[src/rtl/core/kped_pkg.sv]
// ----------------------------------------------------------------------------
// kped_pkg
// Shared types, codes and key map for the keypad event decoder.
// ----------------------------------------------------------------------------
package kped_pkg;

    // Time stamp width used for deadlines and compares
    localparam int TIME_W     = 32;
    // Port widths
    localparam int NOW_W      = 32;
    localparam int CODE_W     = 8;
    localparam int CHAR_W     = 8;
    localparam int CFG_W      = 16;
    localparam int CFG_IDX_W  = 1;
    localparam int KEY_W      = 6;
    localparam int N_DIR      = 4;
    localparam int DIR_W      = 2;

    // Register indexes
    localparam logic [CFG_IDX_W-1:0] CFG_REPEAT_START  = 1'd0;
    localparam logic [CFG_IDX_W-1:0] CFG_REPEAT_PERIOD = 1'd1;

    // Register reset values
    localparam logic [CFG_W-1:0] REPEAT_START_RST  = 16'd350;
    localparam logic [CFG_W-1:0] REPEAT_PERIOD_RST = 16'd150;

    // Event code ranges
    localparam logic [CODE_W-1:0] CODE_REL_LO = 8'd1;
    localparam logic [CODE_W-1:0] CODE_REL_HI = 8'd35;
    localparam logic [CODE_W-1:0] CODE_PRS_LO = 8'd129;
    localparam logic [CODE_W-1:0] CODE_PRS_HI = 8'd163;

    // Special characters in the key map
    localparam logic [CHAR_W-1:0] CH_FN    = 8'hff;
    localparam logic [CHAR_W-1:0] CH_SHIFT = 8'h81;
    localparam logic [CHAR_W-1:0] CH_ALT   = 8'h82;
    localparam logic [CHAR_W-1:0] CH_DEL   = 8'h2a;
    localparam logic [CHAR_W-1:0] CH_ENTER = 8'h28;
    localparam logic [CHAR_W-1:0] CH_NULL  = 8'h00;

    // Direction characters and their slots
    localparam logic [CHAR_W-1:0] CH_UP   = "w";
    localparam logic [CHAR_W-1:0] CH_DOWN = "s";
    localparam logic [CHAR_W-1:0] CH_PREV = "a";
    localparam logic [CHAR_W-1:0] CH_NEXT = "d";
    localparam logic [DIR_W-1:0]  DIR_UP   = 2'd0;
    localparam logic [DIR_W-1:0]  DIR_DOWN = 2'd1;
    localparam logic [DIR_W-1:0]  DIR_PREV = 2'd2;
    localparam logic [DIR_W-1:0]  DIR_NEXT = 2'd3;

    // One input item
    typedef struct packed {
        logic              mode;
        logic [CODE_W-1:0] event_code;
        logic [NOW_W-1:0]  now_ms;
    } t_item;

    // One result item
    typedef struct packed {
        logic              key_valid;
        logic [CHAR_W-1:0] key_char;
        logic              is_delete;
        logic              is_enter;
        logic              up_pulse;
        logic              down_pulse;
        logic              prev_pulse;
        logic              next_pulse;
    } t_result;

    // One key map entry: plain, shifted, fn layer
    typedef struct packed {
        logic [CHAR_W-1:0] c_base;
        logic [CHAR_W-1:0] c_shift;
        logic [CHAR_W-1:0] c_fn;
    } t_key_entry;

    // Key map indexed by key number (row k/10, mirrored column folded in)
    function automatic t_key_entry key_entry(input logic [KEY_W-1:0] k);
        t_key_entry e;
        unique case (k)
            6'd0:  e = '{"p", "P", "@"};
            6'd1:  e = '{"o", "O", "+"};
            6'd2:  e = '{"i", "I", "-"};
            6'd3:  e = '{"u", "U", "_"};
            6'd4:  e = '{"y", "Y", ")"};
            6'd5:  e = '{"t", "T", "("};
            6'd6:  e = '{"r", "R", "3"};
            6'd7:  e = '{"e", "E", "2"};
            6'd8:  e = '{"w", "W", "1"};
            6'd9:  e = '{"q", "Q", "#"};
            6'd10: e = '{CH_DEL, CH_DEL, CH_DEL};
            6'd11: e = '{"l", "L", 8'h22};
            6'd12: e = '{"k", "K", 8'h27};
            6'd13: e = '{"j", "J", ";"};
            6'd14: e = '{"h", "H", ":"};
            6'd15: e = '{"g", "G", "/"};
            6'd16: e = '{"f", "F", "6"};
            6'd17: e = '{"d", "D", "5"};
            6'd18: e = '{"s", "S", "4"};
            6'd19: e = '{"a", "A", "*"};
            6'd20: e = '{CH_ENTER, CH_ENTER, CH_ENTER};
            6'd21: e = '{"$", "0", "0"};
            6'd22: e = '{"m", "M", "."};
            6'd23: e = '{"n", "N", ","};
            6'd24: e = '{"b", "B", "!"};
            6'd25: e = '{"v", "V", "?"};
            6'd26: e = '{"c", "C", "9"};
            6'd27: e = '{"x", "X", "8"};
            6'd28: e = '{"z", "Z", "7"};
            6'd29: e = '{CH_ALT, CH_ALT, CH_ALT};
            6'd30: e = '{CH_SHIFT, CH_SHIFT, CH_SHIFT};
            6'd31: e = '{CH_FN, CH_FN, CH_FN};
            6'd32: e = '{" ", " ", " "};
            6'd33: e = '{CH_NULL, CH_NULL, "0"};
            6'd34: e = '{CH_SHIFT, CH_SHIFT, CH_SHIFT};
            default: e = '{CH_NULL, CH_NULL, CH_NULL};
        endcase
        return e;
    endfunction

endpackage

[src/rtl/core/kped_in_stage.sv]
// ----------------------------------------------------------------------------
// kped_in_stage
// Input register: takes one request per cycle while not stalled and holds it for the decoder.
// ----------------------------------------------------------------------------
module kped_in_stage import kped_pkg::*; (
    input  logic              i_clk,
    input  logic              i_rst_n,
    input  logic              i_in_valid,
    output logic              o_in_stall,
    input  logic              i_mode,
    input  logic [CODE_W-1:0] i_event_code,
    input  logic [NOW_W-1:0]  i_now_ms,
    input  logic              i_advance,
    output logic              o_vld,
    output t_item             o_item
);

    logic  r_vld;
    t_item r_item;

    // Stall only while a held request cannot move on
    assign o_in_stall = r_vld && !i_advance;

    // Hold valid, refill whenever the slot frees up
    always_ff @(posedge i_clk) begin
        if (!i_rst_n) begin
            r_vld <= 1'b0;
        end else if (!o_in_stall) begin
            r_vld <= i_in_valid;
        end
    end

    // Capture the payload on accept
    always_ff @(posedge i_clk) begin
        if (i_in_valid && !o_in_stall) begin
            r_item <= '{mode: i_mode, event_code: i_event_code, now_ms: i_now_ms};
        end
    end

    assign o_vld  = r_vld;
    assign o_item = r_item;

endmodule

[src/rtl/core/kped_core.sv]
// ----------------------------------------------------------------------------
// kped_core
// Decoder and state: modifiers, held directions, repeat deadlines, registers.
// ----------------------------------------------------------------------------
module kped_core import kped_pkg::*; (
    input  logic                 i_clk,
    input  logic                 i_rst_n,
    input  logic                 i_cfg_we,
    input  logic [CFG_IDX_W-1:0] i_cfg_idx,
    input  logic [CFG_W-1:0]     i_cfg_data,
    input  logic                 i_fire,
    input  t_item                i_item,
    output t_result              o_result
);

    logic [CFG_W-1:0]  r_start;
    logic [CFG_W-1:0]  r_period;
    logic              r_fn;
    logic              r_shift;
    logic              r_caps;
    logic [N_DIR-1:0]  r_held;
    logic [TIME_W-1:0] r_deadline [N_DIR];

    logic              n_fn;
    logic              n_shift;
    logic              n_caps;
    logic [N_DIR-1:0]  n_held;
    logic [TIME_W-1:0] n_deadline [N_DIR];
    logic [N_DIR-1:0]  pulse;
    t_result           res;

    logic [TIME_W-1:0] now;
    logic [TIME_W-1:0] start_at;
    logic [TIME_W-1:0] period_at;
    logic              is_rel;
    logic              is_prs;
    logic [KEY_W-1:0]  key;
    t_key_entry        entry;
    logic [CHAR_W-1:0] ch;
    logic              dir_hit;
    logic [DIR_W-1:0]  dir;

    // Register writes
    always_ff @(posedge i_clk) begin
        if (!i_rst_n) begin
            r_start  <= REPEAT_START_RST;
            r_period <= REPEAT_PERIOD_RST;
        end else if (i_cfg_we) begin
            case (i_cfg_idx)
                CFG_REPEAT_START:  r_start  <= i_cfg_data;
                CFG_REPEAT_PERIOD: r_period <= i_cfg_data;
                default: ;
            endcase
        end
    end

    // Classify the code and look up the key
    always_comb begin
        now       = TIME_W'(i_item.now_ms);
        start_at  = now + TIME_W'(r_start);
        period_at = now + TIME_W'(r_period);
        is_rel    = (i_item.event_code >= CODE_REL_LO) && (i_item.event_code <= CODE_REL_HI);
        is_prs    = (i_item.event_code >= CODE_PRS_LO) && (i_item.event_code <= CODE_PRS_HI);
        key       = KEY_W'(i_item.event_code - (is_prs ? CODE_PRS_LO : CODE_REL_LO));
        entry     = key_entry(key);
        if (r_fn) begin
            ch = entry.c_fn;
        end else if (r_shift != r_caps) begin
            ch = entry.c_shift;
        end else begin
            ch = entry.c_base;
        end
        dir_hit = 1'b1;
        unique case (ch)
            CH_UP:   dir = DIR_UP;
            CH_DOWN: dir = DIR_DOWN;
            CH_PREV: dir = DIR_PREV;
            CH_NEXT: dir = DIR_NEXT;
            default: begin
                dir     = DIR_UP;
                dir_hit = 1'b0;
            end
        endcase
    end

    // Work out the result and the next state
    always_comb begin
        n_fn       = r_fn;
        n_shift    = r_shift;
        n_caps     = r_caps;
        n_held     = r_held;
        n_deadline = r_deadline;
        pulse      = '0;
        res        = '0;
        if (i_item.mode) begin
            // Tick: fire each held direction whose deadline has passed
            for (int i = 0; i < N_DIR; i++) begin
                if (r_held[i] && (now >= r_deadline[i])) begin
                    pulse[i]      = 1'b1;
                    n_deadline[i] = period_at;
                end
            end
        end else if (is_rel || is_prs) begin
            if (entry.c_base == CH_FN) begin
                n_fn = !r_fn;
            end else if (entry.c_base == CH_SHIFT) begin
                n_shift = is_prs;
                if (r_fn && is_prs) begin
                    n_caps = !r_caps;
                end
            end else if (ch == CH_NULL) begin
                // drop
            end else if (ch == CH_DEL) begin
                res.is_delete = is_prs;
            end else if (ch == CH_ENTER) begin
                res.is_enter = is_prs;
            end else begin
                if (dir_hit) begin
                    n_held[dir] = is_prs;
                    if (is_prs) begin
                        pulse[dir]      = 1'b1;
                        n_deadline[dir] = start_at;
                    end
                end
                if (is_prs) begin
                    res.key_valid = 1'b1;
                    res.key_char  = ch;
                end
            end
        end
        res.up_pulse   = pulse[DIR_UP];
        res.down_pulse = pulse[DIR_DOWN];
        res.prev_pulse = pulse[DIR_PREV];
        res.next_pulse = pulse[DIR_NEXT];
    end

    // Advance state when a request moves to the result register
    always_ff @(posedge i_clk) begin
        if (!i_rst_n) begin
            r_fn    <= 1'b0;
            r_shift <= 1'b0;
            r_caps  <= 1'b0;
            r_held  <= '0;
            for (int i = 0; i < N_DIR; i++) begin
                r_deadline[i] <= '0;
            end
        end else if (i_fire) begin
            r_fn       <= n_fn;
            r_shift    <= n_shift;
            r_caps     <= n_caps;
            r_held     <= n_held;
            r_deadline <= n_deadline;
        end
    end

    assign o_result = res;

endmodule

[src/rtl/core/kped_out_stage.sv]
// ----------------------------------------------------------------------------
// kped_out_stage
// Result register: holds one decoded result until the consumer takes it.
// ----------------------------------------------------------------------------
module kped_out_stage import kped_pkg::*; (
    input  logic    i_clk,
    input  logic    i_rst_n,
    input  logic    i_vld,
    input  t_result i_result,
    output logic    o_advance,
    output logic    o_out_valid,
    input  logic    i_out_stall,
    output t_result o_result
);

    logic    r_vld;
    t_result r_result;

    // Move on when empty or when the consumer takes the result
    assign o_advance = !r_vld || !i_out_stall;

    always_ff @(posedge i_clk) begin
        if (!i_rst_n) begin
            r_vld <= 1'b0;
        end else if (o_advance) begin
            r_vld <= i_vld;
        end
    end

    // Load the result; hold it while stalled
    always_ff @(posedge i_clk) begin
        if (o_advance && i_vld) begin
            r_result <= i_result;
        end
    end

    assign o_out_valid = r_vld;
    assign o_result    = r_result;

endmodule

[src/rtl/core/keypad_event_decoder_with_repeat.sv]
// ----------------------------------------------------------------------------
// keypad_event_decoder_with_repeat
// Keypad event decoder with modifier state and typematic direction repeat.
// ----------------------------------------------------------------------------
// Every request gives exactly one result. The block takes one request per
// clock cycle. An accepted request is held in the input register while the
// key map lookup and state update run combinationally into the result
// register, from which its result is shown on the result port. A stalled
// result holds the input register, which then stalls the request channel;
// with no output stall the rate is one item per cycle.
// Event requests (mode 0) decode press and release codes; tick requests
// (mode 1) check the held w/s/a/d directions against their deadlines using
// now_ms. Write the repeat registers only while no request is in flight.
// ----------------------------------------------------------------------------
module keypad_event_decoder_with_repeat import kped_pkg::*; (
    input  logic                 i_clk,
    input  logic                 i_rst_n,
    // configuration
    input  logic                 i_cfg_we,
    input  logic [CFG_IDX_W-1:0] i_cfg_idx,
    input  logic [CFG_W-1:0]     i_cfg_data,
    // request channel
    input  logic                 i_in_valid,
    output logic                 o_in_stall,
    input  logic                 i_mode,
    input  logic [CODE_W-1:0]    i_event_code,
    input  logic [NOW_W-1:0]     i_now_ms,
    // result channel
    output logic                 o_out_valid,
    input  logic                 i_out_stall,
    output logic                 o_key_valid,
    output logic [CHAR_W-1:0]    o_key_char,
    output logic                 o_is_delete,
    output logic                 o_is_enter,
    output logic                 o_up_pulse,
    output logic                 o_down_pulse,
    output logic                 o_prev_pulse,
    output logic                 o_next_pulse
);

    logic    s1_vld;
    t_item   s1_item;
    logic    advance;
    t_result core_result;
    t_result out_result;

    kped_in_stage u_in (
        .i_clk        (i_clk),
        .i_rst_n      (i_rst_n),
        .i_in_valid   (i_in_valid),
        .o_in_stall   (o_in_stall),
        .i_mode       (i_mode),
        .i_event_code (i_event_code),
        .i_now_ms     (i_now_ms),
        .i_advance    (advance),
        .o_vld        (s1_vld),
        .o_item       (s1_item)
    );

    kped_core u_core (
        .i_clk      (i_clk),
        .i_rst_n    (i_rst_n),
        .i_cfg_we   (i_cfg_we),
        .i_cfg_idx  (i_cfg_idx),
        .i_cfg_data (i_cfg_data),
        .i_fire     (s1_vld && advance),
        .i_item     (s1_item),
        .o_result   (core_result)
    );

    kped_out_stage u_out (
        .i_clk       (i_clk),
        .i_rst_n     (i_rst_n),
        .i_vld       (s1_vld),
        .i_result    (core_result),
        .o_advance   (advance),
        .o_out_valid (o_out_valid),
        .i_out_stall (i_out_stall),
        .o_result    (out_result)
    );

    // Break out the result fields
    assign o_key_valid  = out_result.key_valid;
    assign o_key_char   = out_result.key_char;
    assign o_is_delete  = out_result.is_delete;
    assign o_is_enter   = out_result.is_enter;
    assign o_up_pulse   = out_result.up_pulse;
    assign o_down_pulse = out_result.down_pulse;
    assign o_prev_pulse = out_result.prev_pulse;
    assign o_next_pulse = out_result.next_pulse;

endmodule

[config.mk]
export PLATFORM = sky130hd
export DESIGN_NAME = keypad_event_decoder_with_repeat
export DESIGN_NICKNAME = d
export VERILOG_FILES = /design/src/rtl/core/kped_pkg.sv /design/src/rtl/core/kped_in_stage.sv /design/src/rtl/core/kped_core.sv /design/src/rtl/core/kped_out_stage.sv /design/src/rtl/core/keypad_event_decoder_with_repeat.sv
export SDC_FILE = /design/constraint.sdc
export NUM_CORES = 1
export LEC_CHECK = 0
export BUFFER_PORTS_ARGS = -buffer_cell sky130_fd_sc_hd__buf_2
export CORE_UTILIZATION = 30
export CTS_BUF_LIST = sky130_fd_sc_hd__clkbuf_8
export CTS_CLUSTER_SIZE = 8
export DETAILED_ROUTE_END_ITERATION = 8
export PLACE_DENSITY = 0.54
export SYNTH_ARGS = -nofsm -noshare
export SYNTH_HDL_FRONTEND = slang
export SYNTH_SLANG_ARGS = --single-unit
[constraint.sdc]
create_clock -name i_clk -period 6.88 [get_ports i_clk]
set_clock_uncertainty 0.2 [all_clocks]
set_input_delay 1.376 -clock i_clk [delete_from_list [all_inputs] [get_ports i_clk]]
set_output_delay 1.376 -clock i_clk [all_outputs]
set_load 0.05 [all_outputs]
==> flow_summary_export.csv <==
group,metric,value,unit
outcome,run_status,"completed",
routing,routedLengthMet1,21800,µm
clocking,clockRootBuffer,"sky130_fd_sc_hd__clkbuf_8",
global_route,grt_antenna_before_repair,1,
clocking,clock_latency,0.63,ns
global_route,track_usage,0.181,
finish,share_of_cells_above_drive_strength_1,0.107,
routing,highest_layer,"met4",
die,die_h,232,µm
critical_path,timing.setup.critical_path_class,"flip-flop to flip-flop",
worst_hold_path,hp-class,"flip-flop to flip-flop",
clocking,numCtsBuffers,45,
clocking,post_cts.resized_instances,0,
synth,synth_compound_area_frac,0.194,
critical_path,worstPathMaxFanout,24,
placement,hpwlAfterDp,35500,µm
global_route,grt_first_pass_wirelength,76900,µm
critical_path,cp_slowest_cell,"sky130_fd_sc_hd__ha_1",
synth,muxShareOfSynthArea,0.0730,
finish,synthToLayoutAreaGrowth,12.6,%
global_route,global_route.overflow_total,0,
synth,synth_warnings,0,
clocking,cts.repair_timing.setup_buffer_count,0,
power,post-layout-total-power,3.46,mW
clocking,clk_transition_reported_paths,0.06,ns
power,power.ir.vdd_worst,142,µV
sta,setup_repair_after_global_routing_missed_its_margin,"false",
critical_path,worstPathRequired,7.15,ns
routing,final_antenna_net_count,0,
die,die-area,53800,µm²
global_route,first_global_vias,13800,
sta,period_share,0.797,
synth,edff_count_synth,56,
synth,synth_xor_area_frac,0.0251,
routing,drt-vias-per-instance,5.22,
synth,synth_top_family_by_area,"compound AO/OA/AOI/OAI gates",
routing,drt_drc_violations_left,0,
routing,first_pass_iters,5,
synth,synthArstFlopShare,0,
finish,antenna_cells_inserted,0,
routing,num_vias,14000,
sta,relSlewSlack,0.382,
synth,synth-simple-area-share,0.186,
synth,synthFlopType,"sky130_fd_sc_hd__dfxtp_1",
sta,final_critical_path_time_including_i_o_delays_and_setup,5.48,ns
clocking,ctsLongestPathBuffers,3,
run,max_cap_violations,0,
routing,met2_length,23200,µm
die,effective_utilization_at_floorplan,0.306,
die,placementRows,83,
routing,drtIter0Drc,944,
synth,area_contributors_post_synth,"sky130_fd_sc_hd__dfxtp_1, sky130_fd_sc_hd__ha_1, sky130_fd_sc_hd__edfxtp_1",
routing,detailroute.wirelength.met3,2330,µm
clocking,cts.sinks,225,
placement,globalplace.congestion,0.906,
sta,final_total_negative_setup_slack,0,ns
synth,synthesized_flop_and_latch_total,225,
synth,netlist_area,15900,µm²
synth,synth.lib_cells_used.distinct,87,
critical_path,crit_path_start_kind,"flip-flop",
finish,postLayoutCoreUtil,0.345,
sta,drv_slew,0,
die,floorplan.die.width,232,µm
placement,detailedPlace.worstSlack,1.55,ns
sta,report.final.hold_viol_count,0,
power,total_leakage_power,7.43,nW
clocking,cts_tree,"yes",
clocking,htree_levels,2,
sta,clock.fmax,0.182,GHz
synth,yosysTopAreaCellShare,0.213,
finish,final_nets,2203,
critical_path,ordered_list_of_cells_on_the_worst_path,"buf_4, inv_1, ha_1, ha_1, clkinv_1, or4_1, o311ai_0, o22ai_1, nand3b_1, nor2_1, nand3_1, o2bb2ai_1, o21ai_4, buf_4, mux2i_1",
global_route,grt_max_degree,81,
synth,avgSynthCellArea,8.34,µm²
critical_path,critical_path.endpoint_type,"flip-flop",
sta,setup_violations,0,
synth,syn_inst,1902,
finish,commonest_non_fill_non_tap_cells_in_the_layout,"sky130_fd_sc_hd__nand2_1, sky130_fd_sc_hd__ha_1, sky130_fd_sc_hd__dfxtp_1, sky130_fd_sc_hd__inv_1, sky130_fd_sc_hd__o21ai_0",
critical_path,critical-path-max-stage-delay,0.66,ns
synth,synth_area_leader_cell,"sky130_fd_sc_hd__dfxtp_1",
placement,buffer_ports.inserted,79,
synth,syn-num-nets,2139,
power,power_density,194,nW/µm²
critical_path,arrival,5.75,ns
die,design.core.area,51800,µm²
finish,layout.cells.most_common,"sky130_fd_sc_hd__nand2_1",
synth,ys_seq_area_frac,0.319,
clocking,hold_buffer_count_at_cts,0,
routing,drt-total-wl,48700,µm
synth,yosys.area_share.adder,0.138,
sta,finalWorstSetupSlack,1.40,ns
die,floorplan.io_pins,80,
routing,route.detailed.wl_per_inst,18.2,µm
critical_path,worst-r2r-setup-slack,1.40,ns
sta,tightest_slew,0.927,ns
sta,worst_hold_slack,0.257,ns
==> kinds of logic (layout without fill, tap and decap cells) <==
group	count (synthesis)	in the layout
fa+ha+maj	174	174
xor+xnor	43	43
flops	225	225
buf+inv	248	343
compound gates	468	468
mux	115	115
simple gates	629	629
==> area by class of cell <==
type                       count  area, µm²
clock inverter                25        163
tap                          680        851
inverter                     154        578
clock buffer                  53        729
multi-input combinational   1429       9820
sequential                   225       5060
fill                        5347      34000
timing repair buffer         111        654
==> worst max-delay path: cells and delay by family (launching register included) <==
family	cells	cell delay, ns
mux	1	0.15
buf+inv	4	1.14
flops	1	0.32
simple gates	4	1.74
fa+ha+maj	2	0.88
compound gates	4	0.86
==> state kept, by name (all words and copies together), names as in the netlist <==
signal / count
u_core.r_start: 16
u_in.o_item: 41
u_core.r_shift: 1
u_core.r_held: 4
u_out.o_out_valid: 1
u_core.r_fn: 1
u_core.r_period: 16
u_core.r_caps: 1
u_out.o_result: 15
u_core.r_deadline: 128
u_in.o_vld: 1
==> per-stage QoR <==
stage	instance area, µm²	cells
finish	17900	2677
global route	17900	2677
CTS	17900	2677
detailed placement	17000	2599
global placement	17000	2599
floorplan	15900	1902
==> path summary, 6_finish.rpt <==
path,startpoint,to,cells after the start
hold reg to reg,u_core.r_deadline[4],u_core.r_deadline[4],2
setup reg to reg,u_in.o_item[33],u_core.r_deadline[70],15
setup / recovery,u_in.o_item[33],u_core.r_deadline[70],15
hold / removal,u_core.r_deadline[4],u_core.r_deadline[4],2
==> Yosys cell counts (7+ instances only) <==
cell type,count
sky130_fd_sc_hd__a2111oi_0,9
sky130_fd_sc_hd__a211oi_1,11
sky130_fd_sc_hd__a21o_1,43
sky130_fd_sc_hd__a21oi_1,109
sky130_fd_sc_hd__a221oi_1,7
sky130_fd_sc_hd__and2_1,9
sky130_fd_sc_hd__and3_1,11
sky130_fd_sc_hd__buf_2,14
sky130_fd_sc_hd__buf_6,7
sky130_fd_sc_hd__clkbuf_1,64
sky130_fd_sc_hd__dfxtp_1,169
sky130_fd_sc_hd__edfxtp_1,56
sky130_fd_sc_hd__ha_1,172
sky130_fd_sc_hd__inv_1,152
sky130_fd_sc_hd__mux2i_1,110
sky130_fd_sc_hd__nand2_1,300
sky130_fd_sc_hd__nand2b_1,17
sky130_fd_sc_hd__nand3_1,42
sky130_fd_sc_hd__nand4_1,24
sky130_fd_sc_hd__nor2_1,81
sky130_fd_sc_hd__nor2b_1,26
sky130_fd_sc_hd__nor3_1,56
sky130_fd_sc_hd__o211a_1,17
sky130_fd_sc_hd__o211ai_1,27
sky130_fd_sc_hd__o21a_1,17
sky130_fd_sc_hd__o21ai_0,136
sky130_fd_sc_hd__o21ai_1,7
sky130_fd_sc_hd__o22ai_1,8
sky130_fd_sc_hd__or2_2,10
sky130_fd_sc_hd__or3_1,20
sky130_fd_sc_hd__xnor2_1,22
sky130_fd_sc_hd__xor2_1,19
==> routing by layer <==
layer	GRT usage	vias to the layer above
met2	0.311	308
met5	0	-
li1	-	6907
met1	0.229	6684
met4	0.0615	0
met3	0.0293	75
==> where the power goes <==
group / total, mW / switching (mW) / internal, mW
clock network: 1.41 / 0.637 / 0.771
registers: 1.44 / 0.0501 / 1.39
logic: 0.613 / 0.389 / 0.223
(Power assumes the default switching activity.)
